`src/rtl/fshs_pkg.sv`:
```
// ---------------------------------------------------------------------------
// fshs_pkg
// Shared types and constants for the fractal simplex height sampler.
// ---------------------------------------------------------------------------
package fshs_pkg;

  localparam int unsigned PERM_AW = 9;
  localparam int unsigned STEP_W  = 24;

  localparam logic [15:0] SKEW_F2   = 16'd23987;
  localparam logic [15:0] UNSKEW_G2 = 16'd13849;
  localparam logic [17:0] OFS_LIMIT = 18'd131072;

  typedef enum logic [1:0] {
    CFG_HEIGHT_LOW  = 2'd0,
    CFG_HEIGHT_SPAN = 2'd1,
    CFG_SAMPLE_STEP = 2'd2,
    CFG_OCTAVES     = 2'd3
  } cfg_idx_t;

  typedef enum logic [2:0] {
    ST_IDLE,
    ST_SCALE,
    ST_CELL,
    ST_HASH,
    ST_CORNER,
    ST_ACCUM,
    ST_FINISH,
    ST_OUT
  } state_t;

  typedef struct packed {
    logic load;
    logic scale;
    logic skew;
    logic hash;
    logic corner;
    logic accum;
    logic finish;
    logic next_corner;
  } cmd_t;

  typedef struct packed {
    logic fetched;
    logic last_corner;
    logic last_octave;
  } sts_t;

  function automatic logic [15:0] amp_at(input logic [3:0] k);
    logic [15:0] a;
    begin
      case (k)
        4'd0:  a = 16'd42598;
        4'd1:  a = 16'd27689;
        4'd2:  a = 16'd17998;
        4'd3:  a = 16'd11699;
        4'd4:  a = 16'd7604;
        4'd5:  a = 16'd4943;
        4'd6:  a = 16'd3213;
        4'd7:  a = 16'd2088;
        4'd8:  a = 16'd1357;
        4'd9:  a = 16'd882;
        4'd10: a = 16'd573;
        4'd11: a = 16'd373;
        4'd12: a = 16'd242;
        4'd13: a = 16'd157;
        4'd14: a = 16'd102;
        default: a = 16'd67;
      endcase
      return a;
    end
  endfunction

endpackage

```
`src/rtl/fshs_ctrl.sv`:
```
// ---------------------------------------------------------------------------
// fshs_ctrl
// Sequencer: per octave scale, cell, then three corners of hash/evaluate.
// ---------------------------------------------------------------------------
module fshs_ctrl
  import fshs_pkg::*;
(
  input  logic   clk,
  input  logic   rst_n,
  input  logic   go,
  input  logic   zero_oct,
  input  sts_t   sts,
  output cmd_t   cmd,
  output logic   busy,
  output logic   done
);

  state_t state_r, state_nxt;

  always_ff @(posedge clk) begin
    if (!rst_n) begin
      state_r <= ST_IDLE;
    end else begin
      state_r <= state_nxt;
    end
  end

  always_comb begin
    state_nxt = state_r;
    cmd       = '0;
    busy      = (state_r != ST_IDLE);
    done      = 1'b0;
    unique case (state_r)
      ST_IDLE: begin
        if (go) begin
          cmd.load  = 1'b1;
          state_nxt = zero_oct ? ST_FINISH : ST_SCALE;
        end
      end
      ST_SCALE: begin
        cmd.scale = 1'b1;
        state_nxt = ST_CELL;
      end
      ST_CELL: begin
        cmd.skew  = 1'b1;
        state_nxt = ST_HASH;
      end
      ST_HASH: begin
        cmd.hash  = 1'b1;
        state_nxt = sts.fetched ? ST_CORNER : ST_HASH;
      end
      ST_CORNER: begin
        cmd.corner = 1'b1;
        if (sts.last_corner) begin
          state_nxt = ST_ACCUM;
        end else begin
          cmd.next_corner = 1'b1;
          state_nxt       = ST_HASH;
        end
      end
      ST_ACCUM: begin
        cmd.accum = 1'b1;
        state_nxt = sts.last_octave ? ST_FINISH : ST_SCALE;
      end
      ST_FINISH: begin
        cmd.finish = 1'b1;
        state_nxt  = ST_OUT;
      end
      ST_OUT: begin
        done      = 1'b1;
        state_nxt = ST_IDLE;
      end
      default: state_nxt = ST_IDLE;
    endcase
  end

endmodule

```
`config.mk`:
```
export PLATFORM = sky130hd
export DESIGN_NAME = fshs_ctrl
export DESIGN_NICKNAME = d
export VERILOG_FILES = /design/src/rtl/fshs_pkg.sv /design/src/rtl/fshs_ctrl.sv
export SDC_FILE = /design/constraint.sdc
export NUM_CORES = 1
export LEC_CHECK = 0
export ABC_AREA = 1
export BUFFER_PORTS_ARGS = -buffer_cell sky130_fd_sc_hd__buf_2
export CORE_AREA = 2 2 39 41
export DETAILED_ROUTE_END_ITERATION = 16
export DIE_AREA = 0 0 41 43
export GPL_ROUTABILITY_DRIVEN = 0
export PLACE_DENSITY = 0.53
export SLEW_MARGIN = 20
export SYNTH_ARGS = -nofsm -noshare
export SYNTH_HDL_FRONTEND = slang
export SYNTH_SLANG_ARGS = --single-unit
```
`constraint.sdc`:
```
create_clock -name clk -period 1.1 [get_ports clk]
set_input_delay 0.165 -clock clk [delete_from_list [all_inputs] [get_ports clk]]
set_output_delay 0.165 -clock clk [all_outputs]
set_load 0.005 [all_outputs]
```
==> flow_metrics.env <==
export IMPL_synth_fp_nets=56
export IMPL_nets=86
export IMPL_min_from="rst_n"
export IMPL_grt_max_degree=6
export IMPL_grtUsageTotal=0.129
export IMPL_critPathArrivalTime_ns=1.08
export IMPL_synth_ff_type="dfxtp_1"
export IMPL_syn_inst=49
export IMPL_instances_no_fill=94
export IMPL_antenna_left=0
export IMPL_yosys_warnings=0
export IMPL_async_flop_share=0
export IMPL_outcome="complete, but fails checks"
export IMPL_ys_seq_elements=3
export IMPL_reg2reg_from="state_r[1]"
export IMPL_cts_made_buffers=3
export IMPL_syn2layout_area_growth_pct=84.1
export IMPL_synth_top_cells_by_count="9 x inv_1, 8 x nor2_1, 7 x nand3_1"
export IMPL_max_freq_mhz=806
export IMPL_drt_pass1_iter_count=3
export IMPL_drt_initial_drc_count=8
export IMPL_rows=14
export IMPL_cts_reportedPaths_clkPinSlew_ns=0.04
export IMPL_synth_area_um2=292
export IMPL_drive_above_1_share=0.667
export IMPL_final_max_slew_viol_count=0
export IMPL_start_util=0.211
export IMPL_cts_sinks=3
export IMPL_hold_viol=0
export IMPL_clk_latency_ns=0.23
export IMPL_grt_pass1_wl_um=1460
export IMPL_pwr_share_seq=0.172
export IMPL_die_y_um=43
export IMPL_ios=17
export IMPL_dpl_hpwl_um=586
export IMPL_grt_pass1_vias=379
export IMPL_endpoint_kind="output pin"
export IMPL_die_area_um2=1760
export IMPL_htreeDepth=1
export IMPL_hold_path_class="in -> reg"
export IMPL_grt_overflow=0
export IMPL_setup_viol=10
export IMPL_comb_power_share=0.701
export IMPL_crit_path_start="state_r[1]"
export IMPL_clkPwrFrac=0.127
export IMPL_crit_type="reg -> out"
export IMPL_num_vias=396
export IMPL_power_density_nw_per_um2=2820
export IMPL_fin_skew_ns=0.00124
export IMPL_cts_buffer_depth=2
export IMPL_drcViolationCount=0
export IMPL_antenna_found_initial=0
export IMPL_yosysUniqueCellTypes=17
export IMPL_fin_crit_ns=1.24
export IMPL_synth_top_cell_by_area="dfxtp_1"
export IMPL_antennaDiodeCount=0
export IMPL_worstMarginPinSlew_ns=0.210
export IMPL_tritoncts="yes"
export IMPL_root_buffer="clkbuf_4"
export IMPL_p_leak_nw=0.326
export IMPL_fin_ws_ns=-0.141
export IMPL_yosysSeqAreaShare=0.206
export IMPL_wl_per_cell_um=9.66
export IMPL_portBuffers=16
export IMPL_chipWidth_um=41
export IMPL_p_sw_frac=0.456
export IMPL_fin_crit_sh=1.13
export IMPL_violations="setup timing"
export IMPL_largest_reg_flops=3
export IMPL_synth_most_common_cell="inv_1"
export IMPL_crit_fanout=3
export IMPL_max_slew_margin=0.859
export IMPL_ys_top_cells_by_area="dfxtp_1 21%, nand3_1 12%, inv_1 12%"
export IMPL_switchingPower_w=0.000689
export IMPL_start_kind="flip-flop"
export IMPL_worstPathRequired_ns=0.94
export IMPL_wl_um=908
export IMPL_synth_edf_count=0
export IMPL_regMostFlops="state_r"
export IMPL_reg_top3="state_r: 3 flops"
export IMPL_synthDominantCellAreaShare=0.206
export IMPL_fin_setup_tns_ns=-0.784
export IMPL_cap_violations=0
export IMPL_vdd_ir_drop_worst_uv=1000
export IMPL_rsz0062_at_grt="yes"
export IMPL_avgSynthCellArea_um2=5.95
export IMPL_p_int_w=0.000823
export IMPL_core_um2=1380
export IMPL_viasPerCell=4.21
export IMPL_placed_cells_incl_taps=83
-- routing by layer --
layer / share of wire / up-vias / global-route usage
li1: - / 210 / -
met5: 0 / - / 0
met1: 0.35 / 170 / 0.103
met2: 0.55 / 14 / 0.228
met3: 0.086 / 2 / 0.0314
met4: 0.011 / 0 / 0.120
-- what timing repair did --
item,CTS,global route
pin swaps,2,2
resized for setup,15,3
hold buffers,0,0
setup endpoints to repair,10,13
buffers inserted,7,0
-- worst max-delay path, stage by stage, from the launching register on --
cell	delay, ns
dfxtp_4	0.36
inv_4	0.05
buf_6	0.11
nor3_2	0.17
buf_2	0.16
-- placed cells by master, fill, tap and decap left out --
cell type and n:
dfxtp_2 1, clkbuf_1 1, a21oi_1 1, nand3_2 1, buf_2 16, nor3_2 3
dfxtp_4 2, nand2_2 3, a21oi_2 1, inv_2 3, buf_4 9, nand4_1 1
nand3_1 5, inv_4 3, o22ai_1 1, nor2_1 6, nand2_1 4, nor2_2 3
buf_6 1, nand2_4 1, nand3_4 1, nor2_4 1, clkbuf_4 3, inv_1 7
-- kinds of logic (layout without fill, tap and decap cells) --
logic type	after synthesis	after routing	synth area share
buffers and inverters	14	43	0.215
flip-flops	3	3	0.206
AO/OA/AOI/OAI	3	3	0.0687
AND/OR/NAND/NOR	29	29	0.511
-- metrics by stage --
step	util	total power (W)	hold WS [ns]	worst slack (ns)	area, um2
after floorplan	-	0.000720	0.306	0.115	292
after global placement	0.291	0.000932	0.429	0.0440	403
after detailed placement	0.291	0.000938	0.431	0.0293	403
after CTS	0.382	0.00147	0.177	-0.136	529
after global routing	0.388	0.00166	0.194	-0.172	537
final	0.388	0.00151	0.179	-0.141	537
-- final timing paths --
path	cells past startpoint	endpoint	slack, ns
worst max-delay path	4	cmd[5]	-0.14
worst max register to register	7	state_r[1]	-0.01
worst min-delay path	3	state_r[2]	0.18
worst min register to register	3	state_r[0]	0.68
-- power by group through the flow --
| stage | sequential (W) | combinational [W] | clock (W) |
|---|---|---|---|
| after global placement | 0.000232 | 0.000700 | 0 |
| after global routing | 0.000269 | 0.00119 | 0.000206 |
| after detailed placement | 0.000234 | 0.000705 | 0 |
| after floorplan | 0.000210 | 0.000510 | 0 |
| final | 0.000260 | 0.00106 | 0.000192 |
| after CTS | 0.000260 | 0.00101 | 0.000200 |
-- area by class of cell --
cell class	count	area, um2
flip-flops and latches	3	68.8
multi-input cells	32	206
repair buffers	26	159
well taps	16	20.0
inverters	13	56.3
clock buffers	4	26.3
fillers	146	847
Note: power is estimated with default switching activity, not from simulation.
